File: config.mk
export PLATFORM = sky130hd
export DESIGN_NAME = button_matrix_debounce_event_queue
export DESIGN_NICKNAME = d
export VERILOG_FILES = /design/src/sv/bmdeq_pkg.sv /design/src/sv/bmdeq_debounce_mem.sv /design/src/sv/bmdeq_event_queue.sv /design/src/sv/button_matrix_debounce_event_queue.sv
export SDC_FILE = /design/constraint.sdc
export NUM_CORES = 2
export LEC_CHECK = 0
export BUFFER_PORTS_ARGS = -buffer_cell sky130_fd_sc_hd__buf_4
export CORE_ASPECT_RATIO = 1.1
export CORE_MARGIN = 2
export CORE_UTILIZATION = 45
export CTS_BUF_LIST = sky130_fd_sc_hd__clkbuf_16
export CTS_CLUSTER_SIZE = 40
export DETAILED_ROUTE_END_ITERATION = 8
export SYNTH_ARGS = -nofsm -noshare
export SYNTH_HDL_FRONTEND = slang
export SYNTH_SLANG_ARGS = --single-unit
File: constraint.sdc
create_clock -name clk -period 27.1 [get_ports clk]
set_input_delay 5.42 -clock clk [delete_from_list [all_inputs] [get_ports clk]]
set_output_delay 5.42 -clock clk [all_outputs]
set_load 0.01 [all_outputs]
File: src/sv/bmdeq_pkg.sv
`timescale 1ns / 1ps
// ----------------------------------------------------------------------------
// bmdeq_pkg
// Shared widths, constants and control types of the button matrix debouncer.
// ----------------------------------------------------------------------------
package bmdeq_pkg;

	localparam int SCAN_BYTES_DEF  = 16;
	localparam int QUEUE_DEPTH_DEF = 256;

	localparam int IDX_W  = 4;
	localparam int BYTE_W = 8;
	localparam int CNT_W  = 4;
	localparam int BIT_W  = 3;

	localparam logic [BYTE_W-1:0] MASK_RESET = 8'h0F;
	localparam logic [BYTE_W-1:0] REL_BIT    = 8'h80;
	localparam logic [BYTE_W-1:0] ALL_ONES   = 8'hFF;

	localparam logic REQ_SCAN = 1'b0;
	localparam logic REQ_POP  = 1'b1;

	typedef struct packed {
		logic push;
		logic pop;
	} queue_ctrl_t;

	typedef struct packed {
		logic full;
		logic empty;
	} queue_stat_t;

	typedef struct packed {
		logic              rd_en;
		logic              wr_en;
		logic [IDX_W-1:0]  rd_addr;
		logic [IDX_W-1:0]  wr_addr;
	} db_ctrl_t;

endpackage

File: src/sv/bmdeq_debounce_mem.sv
`timescale 1ns / 1ps
// ----------------------------------------------------------------------------
// bmdeq_debounce_mem
// Per scan byte previous sample and stable state, one read and one write port,
// registered read. Entries not yet written read as all ones.
// ----------------------------------------------------------------------------
module bmdeq_debounce_mem #(
	parameter int SCAN_BYTES = bmdeq_pkg::SCAN_BYTES_DEF
) (
	input  logic                         clk,
	input  logic                         arst_n,
	input  bmdeq_pkg::db_ctrl_t          ctrl,
	input  logic [bmdeq_pkg::BYTE_W-1:0] wr_prev,
	input  logic [bmdeq_pkg::BYTE_W-1:0] wr_stable,
	output logic [bmdeq_pkg::BYTE_W-1:0] rd_prev,
	output logic [bmdeq_pkg::BYTE_W-1:0] rd_stable
);
	import bmdeq_pkg::*;

	localparam int AW = (SCAN_BYTES > 1) ? $clog2(SCAN_BYTES) : 1;

	logic [2*BYTE_W-1:0] mem [SCAN_BYTES];
	logic [SCAN_BYTES-1:0] vld_q;
	logic [2*BYTE_W-1:0] rdata_s1;
	logic                rvld_s1;

	always_ff @(posedge clk) begin
		if (ctrl.wr_en) begin
			mem[ctrl.wr_addr[AW-1:0]] <= {wr_prev, wr_stable};
		end
		if (ctrl.rd_en) begin
			rdata_s1 <= mem[ctrl.rd_addr[AW-1:0]];
		end
	end

	always_ff @(posedge clk or negedge arst_n) begin
		if (!arst_n) begin
			vld_q   <= '0;
			rvld_s1 <= 1'b0;
		end else begin
			if (ctrl.wr_en) begin
				vld_q[ctrl.wr_addr[AW-1:0]] <= 1'b1;
			end
			if (ctrl.rd_en) begin
				rvld_s1 <= vld_q[ctrl.rd_addr[AW-1:0]];
			end
		end
	end

	assign rd_prev   = rvld_s1 ? rdata_s1[2*BYTE_W-1:BYTE_W] : ALL_ONES;
	assign rd_stable = rvld_s1 ? rdata_s1[BYTE_W-1:0] : ALL_ONES;

endmodule

File: src/sv/bmdeq_event_queue.sv
`timescale 1ns / 1ps
// ----------------------------------------------------------------------------
// bmdeq_event_queue
// Ring queue of event codes in a single memory, one slot kept empty.
// Pop read data is registered and valid the cycle after the pop.
// ----------------------------------------------------------------------------
module bmdeq_event_queue #(
	parameter int QUEUE_DEPTH = bmdeq_pkg::QUEUE_DEPTH_DEF
) (
	input  logic                         clk,
	input  logic                         arst_n,
	input  bmdeq_pkg::queue_ctrl_t       ctrl,
	input  logic [bmdeq_pkg::BYTE_W-1:0] push_data,
	output logic [bmdeq_pkg::BYTE_W-1:0] pop_data,
	output bmdeq_pkg::queue_stat_t       stat
);
	import bmdeq_pkg::*;

	localparam int PW = $clog2(QUEUE_DEPTH);

	logic [BYTE_W-1:0] mem [QUEUE_DEPTH];
	logic [PW-1:0]     wr_ptr_q;
	logic [PW-1:0]     rd_ptr_q;
	logic [PW-1:0]     wr_nxt;
	logic [PW-1:0]     rd_nxt;

	assign wr_nxt = (wr_ptr_q == PW'(QUEUE_DEPTH - 1)) ? '0 : wr_ptr_q + 1'b1;
	assign rd_nxt = (rd_ptr_q == PW'(QUEUE_DEPTH - 1)) ? '0 : rd_ptr_q + 1'b1;

	assign stat.full  = (wr_nxt == rd_ptr_q);
	assign stat.empty = (wr_ptr_q == rd_ptr_q);

	always_ff @(posedge clk) begin
		if (ctrl.push) begin
			mem[wr_ptr_q] <= push_data;
		end
		if (ctrl.pop) begin
			pop_data <= mem[rd_ptr_q];
		end
	end

	always_ff @(posedge clk or negedge arst_n) begin
		if (!arst_n) begin
			wr_ptr_q <= '0;
			rd_ptr_q <= '0;
		end else begin
			if (ctrl.push) begin
				wr_ptr_q <= wr_nxt;
			end
			if (ctrl.pop) begin
				rd_ptr_q <= rd_nxt;
			end
		end
	end

endmodule

File: src/sv/button_matrix_debounce_event_queue.sv
`timescale 1ns / 1ps
// ----------------------------------------------------------------------------
// button_matrix_debounce_event_queue
// Two-sample debouncer for a scanned button matrix with an event ring queue.
// ----------------------------------------------------------------------------
// One request at a time, one result per request. A scan byte in range passes
// through a read of the debounce memory, then a walk of the changed bits from
// bit 0 up, one bit at a time with at most one queue write each, then the
// result load. A pop adds a registered queue memory read; an empty pop or an
// out-of-range scan goes straight to the result load. A finished result sits
// in the output register, so the next request is taken while it waits. No
// clearing pass after reset.
module button_matrix_debounce_event_queue #(
	parameter int SCAN_BYTES  = bmdeq_pkg::SCAN_BYTES_DEF,
	parameter int QUEUE_DEPTH = bmdeq_pkg::QUEUE_DEPTH_DEF
) (
	input  logic                         clk,
	input  logic                         arst_n,
	input  logic                         cfg_wr_en,
	input  logic [bmdeq_pkg::BYTE_W-1:0] cfg_wr_data,
	input  logic                         in_valid,
	output logic                         in_ready,
	input  logic                         req_type,
	input  logic [bmdeq_pkg::IDX_W-1:0]  byte_index,
	input  logic [bmdeq_pkg::BYTE_W-1:0] sample_byte,
	output logic                         out_valid,
	input  logic                         out_ready,
	output logic                         event_valid,
	output logic [bmdeq_pkg::BYTE_W-1:0] event_code,
	output logic                         queue_nonempty,
	output logic [bmdeq_pkg::CNT_W-1:0]  events_pushed,
	output logic [bmdeq_pkg::CNT_W-1:0]  events_dropped
);
	import bmdeq_pkg::*;

	localparam logic [2:0] ST_IDLE = 3'd0;
	localparam logic [2:0] ST_DBRD = 3'd1;
	localparam logic [2:0] ST_EMIT = 3'd2;
	localparam logic [2:0] ST_POP  = 3'd3;
	localparam logic [2:0] ST_DONE = 3'd4;

	logic [2:0]        state_q;
	logic [BYTE_W-1:0] mask_q;
	logic [IDX_W-1:0]  idx_q;
	logic [BYTE_W-1:0] sample_q;
	logic [BYTE_W-1:0] st_q;
	logic [BYTE_W-1:0] chg_q;
	logic [BIT_W-1:0]  bit_q;
	logic [CNT_W-1:0]  pushed_q;
	logic [CNT_W-1:0]  dropped_q;
	logic [BYTE_W-1:0] code_q;
	logic              evv_q;
	logic              out_valid_q;

	db_ctrl_t          db_ctrl;
	logic [BYTE_W-1:0] db_prev;
	logic [BYTE_W-1:0] db_stable;
	logic [BYTE_W-1:0] db_chg;
	queue_ctrl_t       q_ctrl;
	queue_stat_t       q_stat;
	logic [BYTE_W-1:0] q_push_data;
	logic [BYTE_W-1:0] q_pop_data;

	logic              take;
	logic              in_range;
	logic [BYTE_W-1:0] sample_in;
	logic              cur_chg;
	logic              load_out;

	assign in_ready  = (state_q == ST_IDLE);
	assign take      = in_valid && in_ready;
	assign in_range  = ({1'b0, byte_index} < (IDX_W + 1)'(SCAN_BYTES));
	assign sample_in = (byte_index == IDX_W'(SCAN_BYTES - 1)) ?
	                   (sample_byte | mask_q) : sample_byte;

	assign db_chg  = ~(db_prev ^ sample_q) & (db_prev ^ db_stable);
	assign cur_chg = chg_q[bit_q];

	assign db_ctrl.rd_en   = take && (req_type != REQ_POP) && in_range;
	assign db_ctrl.rd_addr = byte_index;
	assign db_ctrl.wr_en   = (state_q == ST_DBRD);
	assign db_ctrl.wr_addr = idx_q;

	assign q_ctrl.pop  = take && (req_type == REQ_POP) && !q_stat.empty;
	assign q_ctrl.push = (state_q == ST_EMIT) && cur_chg && !q_stat.full;
	assign q_push_data = {~st_q[bit_q], idx_q, ~bit_q};

	assign load_out = (state_q == ST_DONE) && (!out_valid_q || out_ready);

	bmdeq_debounce_mem #(
		.SCAN_BYTES(SCAN_BYTES)
	) u_db_mem (
		.clk       (clk),
		.arst_n    (arst_n),
		.ctrl      (db_ctrl),
		.wr_prev   (sample_q),
		.wr_stable (db_stable ^ db_chg),
		.rd_prev   (db_prev),
		.rd_stable (db_stable)
	);

	bmdeq_event_queue #(
		.QUEUE_DEPTH(QUEUE_DEPTH)
	) u_queue (
		.clk       (clk),
		.arst_n    (arst_n),
		.ctrl      (q_ctrl),
		.push_data (q_push_data),
		.pop_data  (q_pop_data),
		.stat      (q_stat)
	);

	always_ff @(posedge clk or negedge arst_n) begin
		if (!arst_n) begin
			mask_q <= MASK_RESET;
		end else if (cfg_wr_en) begin
			mask_q <= cfg_wr_data;
		end
	end

	always_ff @(posedge clk or negedge arst_n) begin
		if (!arst_n) begin
			state_q <= ST_IDLE;
		end else begin
			case (state_q)
				ST_IDLE: begin
					if (take) begin
						if (req_type == REQ_POP) begin
							state_q <= q_stat.empty ? ST_DONE : ST_POP;
						end else begin
							state_q <= in_range ? ST_DBRD : ST_DONE;
						end
					end
				end
				ST_DBRD: state_q <= ST_EMIT;
				ST_EMIT: begin
					if (bit_q == '1) begin
						state_q <= ST_DONE;
					end
				end
				ST_POP: state_q <= ST_DONE;
				ST_DONE: begin
					if (load_out) begin
						state_q <= ST_IDLE;
					end
				end
				default: state_q <= ST_IDLE;
			endcase
		end
	end

	always_ff @(posedge clk) begin
		case (state_q)
			ST_IDLE: begin
				if (take) begin
					idx_q     <= byte_index;
					sample_q  <= sample_in;
					pushed_q  <= '0;
					dropped_q <= '0;
					code_q    <= '0;
					evv_q     <= 1'b0;
				end
			end
			ST_DBRD: begin
				st_q  <= db_stable;
				chg_q <= db_chg;
				bit_q <= '0;
			end
			ST_EMIT: begin
				bit_q <= bit_q + 1'b1;
				if (cur_chg) begin
					if (q_stat.full) begin
						dropped_q <= dropped_q + 1'b1;
					end else begin
						pushed_q <= pushed_q + 1'b1;
					end
				end
			end
			ST_POP: begin
				code_q <= q_pop_data ^ REL_BIT;
				evv_q  <= 1'b1;
			end
			default: begin
			end
		endcase
	end

	always_ff @(posedge clk or negedge arst_n) begin
		if (!arst_n) begin
			out_valid_q <= 1'b0;
		end else if (load_out) begin
			out_valid_q <= 1'b1;
		end else if (out_ready) begin
			out_valid_q <= 1'b0;
		end
	end

	always_ff @(posedge clk) begin
		if (load_out) begin
			event_valid    <= evv_q;
			event_code     <= code_q;
			queue_nonempty <= !q_stat.empty;
			events_pushed  <= pushed_q;
			events_dropped <= dropped_q;
		end
	end

	assign out_valid = out_valid_q;

endmodule

[Word-level counts from Yosys, hierarchy flattened]
Memories as Yosys holds them, arrays and structs flattened. A register that Yosys moved wholly into a read port is not among the register bits.
Index checks and enable logic that the tools add are counted.
Operators by class
  reduce and logical (&&, ||, !) cells: 22
  eq/ne operators: 16
  muxes and demuxes: 37
  $lt $le $gt $ge: 4
  shift operators: 0
  add/sub/neg operators: 5
  multiply operators: 0
  divide/modulo/power cells: 0
  bitwise logic cells: 11
Operators by type and width (count)
  2-to-1 mux 8 bit: 6
  bitwise XOR 8 bit: 3
  2-to-1 mux 4 bit: 5
  adder 8 x 1 -> 8 bit, second input constant: 2
  equality test 8 bit: 2
  equality test 8 bit, second input constant: 2
  OR 16 bit: 1
  case mux 4 bit (2 select lines): 2
  case mux 8 bit (2 select lines): 1
  2-to-1 mux 3 bit: 5
  case mux 3 bit (5 select lines): 1
  2-to-1 mux 1 bit: 11
  less-than comparator 4 x 5 -> 1 bit, second input constant: 2
  adder 4 x 1 -> 4 bit, second input constant: 2
  bitwise AND 8 bit: 1
  logical AND 1 bit: 8
  inequality test 2 bit, second input constant: 4
  NOT 8 bit: 1
  OR 8 bit: 1
  AND reduction 4 bit: 2
  nonzero test 2 bit: 4
  binary-select mux 1 bit (select 3 bit): 2
  equality test 3 x 2 -> 1 bit, second input constant: 2
  equality test 3 bit, second input constant: 2
  17 further kinds: 23
Word-level totals
  RAM bits: 2304
  bits in latches: 0
  ROM bits: 0
  logic and storage cells: 118
  memories: 2
  register bits: 111
Memory list
  u_queue.mem: words 256, bits a word 8, rd ports 1, clocked after Yosys merged registers in 1, write ports 1, RTL line bmdeq_event_queue.sv:21  | logic [BYTE_W-1:0] mem [QUEUE_DEPTH];
  u_db_mem.mem: words 16, bits a word 16, rd ports 1, clocked after Yosys merged registers in 1, write ports 1, RTL line bmdeq_debounce_mem.sv:22  | logic [2*BYTE_W-1:0] mem [SCAN_BYTES];

[Depth between registers and ports, before layout]
  word-level depth: 7
  gate-level depth with buffers: 13
  mapped depth without buffers: 8

[Cells and area by module]
A second synthesis with hierarchy kept.
Unflattened totals
  cells, all modules: 4573
  area, all modules: 95182.5 um2
Modules (own cells, without submodules)
  bmdeq_event_queue: cells each 3903, area each 80897.6 um2, times used 1
  bmdeq_debounce_mem: cells each 453, area each 10999.3 um2, times used 1
  button_matrix_debounce_event_queue: cells each 217, area each 3285.7 um2, times used 1

[Worst setup path after synthesis]
No wires, ideal clock.
  path kind: register -> register
  start: register bit_q[2]
  end: memory u_queue.mem[0][7], data pin
  period minus slack after synthesis: 12.258 ns
  buffers on the path: 0
  stages on the path, launching flop included: 3
  path slack: 14.842 ns
  library setup time: 1.633 ns
  data required time: 25.467 ns
  data arrival time: 10.624 ns
  cells stage by stage: edfxtp_1 -> inv_1 -> mux2i_1
On the way
  word-level cells in the longest chain between the ends: 3
RTL lines
  start, declared: RTL line button_matrix_debounce_event_queue.sv:48  | logic [BIT_W-1:0] bit_q;
  start signal, assigned: RTL line button_matrix_debounce_event_queue.sv:170  | bit_q <= bit_q + 1'b1;
  binary-select mux 1 bit (select 3 bit): RTL line button_matrix_debounce_event_queue.sv:86  | assign q_push_data = {~st_q[bit_q], idx_q, ~bit_q};
  2-to-1 mux 1 bit (implied by the code): RTL line button_matrix_debounce_event_queue.sv:86
  NOT 1 bit: RTL line button_matrix_debounce_event_queue.sv:86
  net q_push_data[7]: RTL line button_matrix_debounce_event_queue.sv:61  | logic [BYTE_W-1:0] q_push_data;
  end, declared: RTL line bmdeq_event_queue.sv:21
The timed path passes the listed nets, and every way through them passes these cells. The select of a mux whose other input is x is not followed.

[Worst setup path after layout]
  start: input byte_index[0] (netlist name)
  end: register u_db_mem.rvld_s1
On the way
  word-level cells in the longest chain between the ends: 2
RTL lines
  start, declared: RTL line button_matrix_debounce_event_queue.sv:24  | input logic [bmdeq_pkg::IDX_W-1:0] byte_index,
  binary-select mux 1 bit (select 4 bit): RTL line bmdeq_debounce_mem.sv:45  | rvld_s1 <= vld_q[ctrl.rd_addr[AW-1:0]];
  2-to-1 mux 1 bit (implied by the code): RTL line bmdeq_debounce_mem.sv:45
  end signal, assigned: RTL line bmdeq_debounce_mem.sv:45
  end, declared: RTL line bmdeq_debounce_mem.sv:25  | logic rvld_s1;
Every way passes these cells. The select of a mux whose other input is x is not followed.
A chain may end at the register's enable or synchronous reset.

==> impl_metrics.py <==
metrics = {
    "status": {
        "status": "completed",
    },
    "logic_synthesis": {
        "synth-edff-count": 2394,
        "async_flop_share_pct": 1.845,
        "yosysSeqAreaShare_pct": 76.48,
        "syn-mean-instance-area_um2": 20.55,
        "yosys_register_bits": 2439,
        "yosys_warnings": 0,
        "synthFlopType": "edfxtp_1",
        "syn_nets": 4680,
        "ys_types": 85,
        "synth_area_um2": 95480,
        "syn-instance-count": 4645,
    },
    "clock_network": {
        "post_cts_resized": 0,
        "cts_root_buf": "clkbuf_16",
        "clkTransAtPathRegs_ns": 0.06,
        "cts_tree": "yes",
        "post_cts_buffers": 0,
        "cts_sinks": 2439,
        "numCtsBuffers": 231,
        "clk_path_buf_depth": 3,
        "clk-insertion-delay-late_ns": 0.89,
        "holdBufCountCts": 0,
        "h-tree-depth": 4,
    },
    "timing": {
        "setup_viol": 0,
        "worstMarginPinSlew_ns": 1.358,
        "finalSetupTns_ns": 0,
        "finalHoldViolCount": 0,
        "hold_ws_ns": 0.4186,
        "setup_slack_ns": 19.82,
        "relSlewSlack_pct": 8.326,
        "period_share_pct": 26.86,
        "fin_crit_ns": 7.280,
        "slew_violations": 0,
        "fmax_mhz": 137.4,
        "skew_ns": 0.04895,
        "rsz0062_at_grt": "false",
    },
    "pwr": {
        "p_clk_share_pct": 29.5,
        "power_density_nw_per_um2": 98.95,
        "leakage_nw": 32.83,
        "p_total_mw": 10.48,
        "switchingPower_mw": 3.272,
        "seqPwrFrac_pct": 45.1,
        "ir_drop_v": 0.0001097,
        "combPwrFrac_pct": 25.4,
        "swShare_pct": 31.22,
        "p_int_mw": 7.210,
    },
    "detailed_routing": {
        "vias": 47889,
        "drtPass1Iterations": 6,
        "routed_wl_mm": 256.6,
        "routedWlPerCell_um": 33.20,
        "postRouteAntennaNets": 0,
        "vias_per_cell": 6.198,
        "first_iter_violations": 6232,
        "drc_errors": 0,
    },
    "layout": {
        "fin_area_um2": 105900,
        "drive_gt1_share_pct": 22.10,
        "area_growth_pct": 10.95,
        "final_nets": 4795,
    },
    "worst_setup_path": {
        "cp.arrival_ns": 8.03,
        "path_class": "in -> reg",
        "cp-start-kind": "primary input",
        "cp.required_ns": 27.85,
        "startpoint": "byte_index[0]",
        "endpoint_kind": "flop",
        "timing.rr.start": "u_queue.rd_ptr_q[0]",
        "worst-path-max-fanout": 46,
    },
    "global_routing": {
        "grt_util_met1_pct": 32.83,
        "busiest_layer": "met2",
        "grt_pass1_wl_mm": 360.9,
        "grt_overflow": 0,
        "grt_max_degree": 192,
        "grt_use_met3_pct": 4.718,
        "grt_pass1_vias": 47301,
        "met2_usage_pct": 37.44,
        "grt_antenna_before_repair": 13,
        "grt_use_total_pct": 23.58,
    },
    "place": {
        "hpwl_mm": 149.7,
        "io_buffer_count": 45,
        "placed_area_um2": 98720,
        "dp_slack_ns": 18.87,
        "place_congestion": 0.8491,
    },
    "floorplanning": {
        "dieArea_um2": 215900,
        "die_y_um": 487.1,
        "die_w_um": 443.2,
        "fp.coreArea_um2": 211300,
        "pin_count": 46,
        "start_util_pct": 45.19,
        "rows": 177,
    },
    "job": {
        "cap_viol_max_count": 0,
    },
    "worst_hold_path": {
        "hp-class": "reg -> reg",
        "hold_start": "code_q[1]",
    },
}
## through the flow
stage / cells / util, %
final: 7727 / 50.14
after floorplan: 4645 / -
after global placement: 7299 / 46.72
after CTS: 7724 / 50.14
after global routing: 7725 / 50.14
after detailed placement: 7301 / 46.73
## registers in the layout (all words and copies together) (netlist names), 8 cells and up
register           flops
u_queue.mem         2048
u_db_mem.mem         256
u_db_mem.rdata_s1     16
u_db_mem.vld_q        16
chg_q                  8
code_q                 8
event_code             8
mask_q                 8
sample_q               8
st_q                   8
u_queue.pop_data       8
u_queue.rd_ptr_q       8
u_queue.wr_ptr_q       8
## per-layer routing
metal | part of all wire, % | wire (um)
met1 | 40 | 102600
met2 | 48 | 122600
met3 | 8.8 | 22640
met4 | 3.3 | 8564
met5 | 0.043 | 110
## cells by family after synthesis
| logic type | Yosys count | share of synthesized area [%] |
|---|---|---|
| muxes | 753 | 14.68 |
| DFF | 2439 | 76.48 |
| adders and majority gates | 9 | 0.1179 |
| and+or+nand+nor | 660 | 3.209 |
| buffers and inverters | 292 | 1.887 |
| xor gates and xnor gates | 22 | 0.2018 |
| AOI/OAI and AO/OA | 470 | 3.424 |
## power by group through the flow
stage | sequential, mW | combinational (mW) | clock [mW]
global route | 4.73 | 2.77 | 3.28
CTS | 4.72 | 2.66 | 3.14
finish | 4.73 | 2.66 | 3.10
detailed placement | 4.80 | 2.65 | 0
global placement | 4.80 | 2.62 | 0
floorplan | 4.87 | 1.67 | 0
## critical path, stage by stage
cell    delay [ns]
buf_4         0.39
buf_4         0.78
mux4_2        0.61
mux4_2        0.48
mux2_2        0.27
## synthesized netlist by cell type (all sizes together), types with 14 or more instances
cell type	n	area, um^2
edfxtp	2394	71890
mux4	513	11590
nor2	337	1265
mux2i	222	2222
buf	191	1410
nand2	122	460.5
a21oi	92	464.2
clkbuf	85	331.6
a22oi	74	555.5
o21ai	61	305.3
a221oi	50	456.7
o22ai	42	262.8
dfrtp	41	1026
nand3	35	195.2
nor3	25	130.1
a211oi	24	180.2
and2	23	143.9
nand4	23	206.5
nand2b	21	131.4
o221ai	21	183.9
or2	21	131.4
mux2	18	202.7
a31oi	15	93.84
inv	14	52.55
nor2b	14	87.58
## final timing paths
check	slack, ns	to	cells past startpoint
setup / recovery	19.82	u_db_mem.rvld_s1	5
hold / removal	0.42	event_code[1]	0
setup reg to reg	21.77	u_queue.pop_data[7]	9
hold reg to reg	0.42	event_code[1]	0
max in group asynchronous	21.98	u_queue.rd_ptr_q[3]	1
min in group asynchronous	4.57	mask_q[5]	1
## final cells by class
| cell class | count | area, um^2 |
|---|---|---|
| diodes | 3 | 7.507 |
| inverters | 16 | 83.83 |
| flip-flops and latches | 2439 | 73040 |
| repair buffers | 158 | 1296 |
| clock inverters | 190 | 1378 |
| well taps | 2774 | 3471 |
| multi-input cells | 1914 | 20830 |
| fillers | 16821 | 105300 |
| clock buffers | 233 | 5831 |
## layout by cell type, fill, tap and decap left out, drive strengths merged, types with 14 or more instances in the layout
| cell | instances |
|---|---|
| bufinv | 15 |
| a21oi | 92 |
| a221oi | 50 |
| nor2b | 14 |
| mux2 | 18 |
| inv | 67 |
| clkbuf | 233 |
| nand2 | 122 |
| buf | 158 |
| a211oi | 24 |
| nand4 | 23 |
| nor2 | 337 |
| dfrtp | 41 |
| o22ai | 42 |
| a22oi | 74 |
| o21ai | 61 |
| nor3 | 25 |
| a31oi | 15 |
| edfxtp | 2394 |
| or2 | 21 |
| nand2b | 21 |
| and2 | 23 |
| o221ai | 21 |
| mux2i | 222 |
| clkinv | 117 |
| nand3 | 35 |
| mux4 | 513 |
Power figures use the tool's default switching activity.
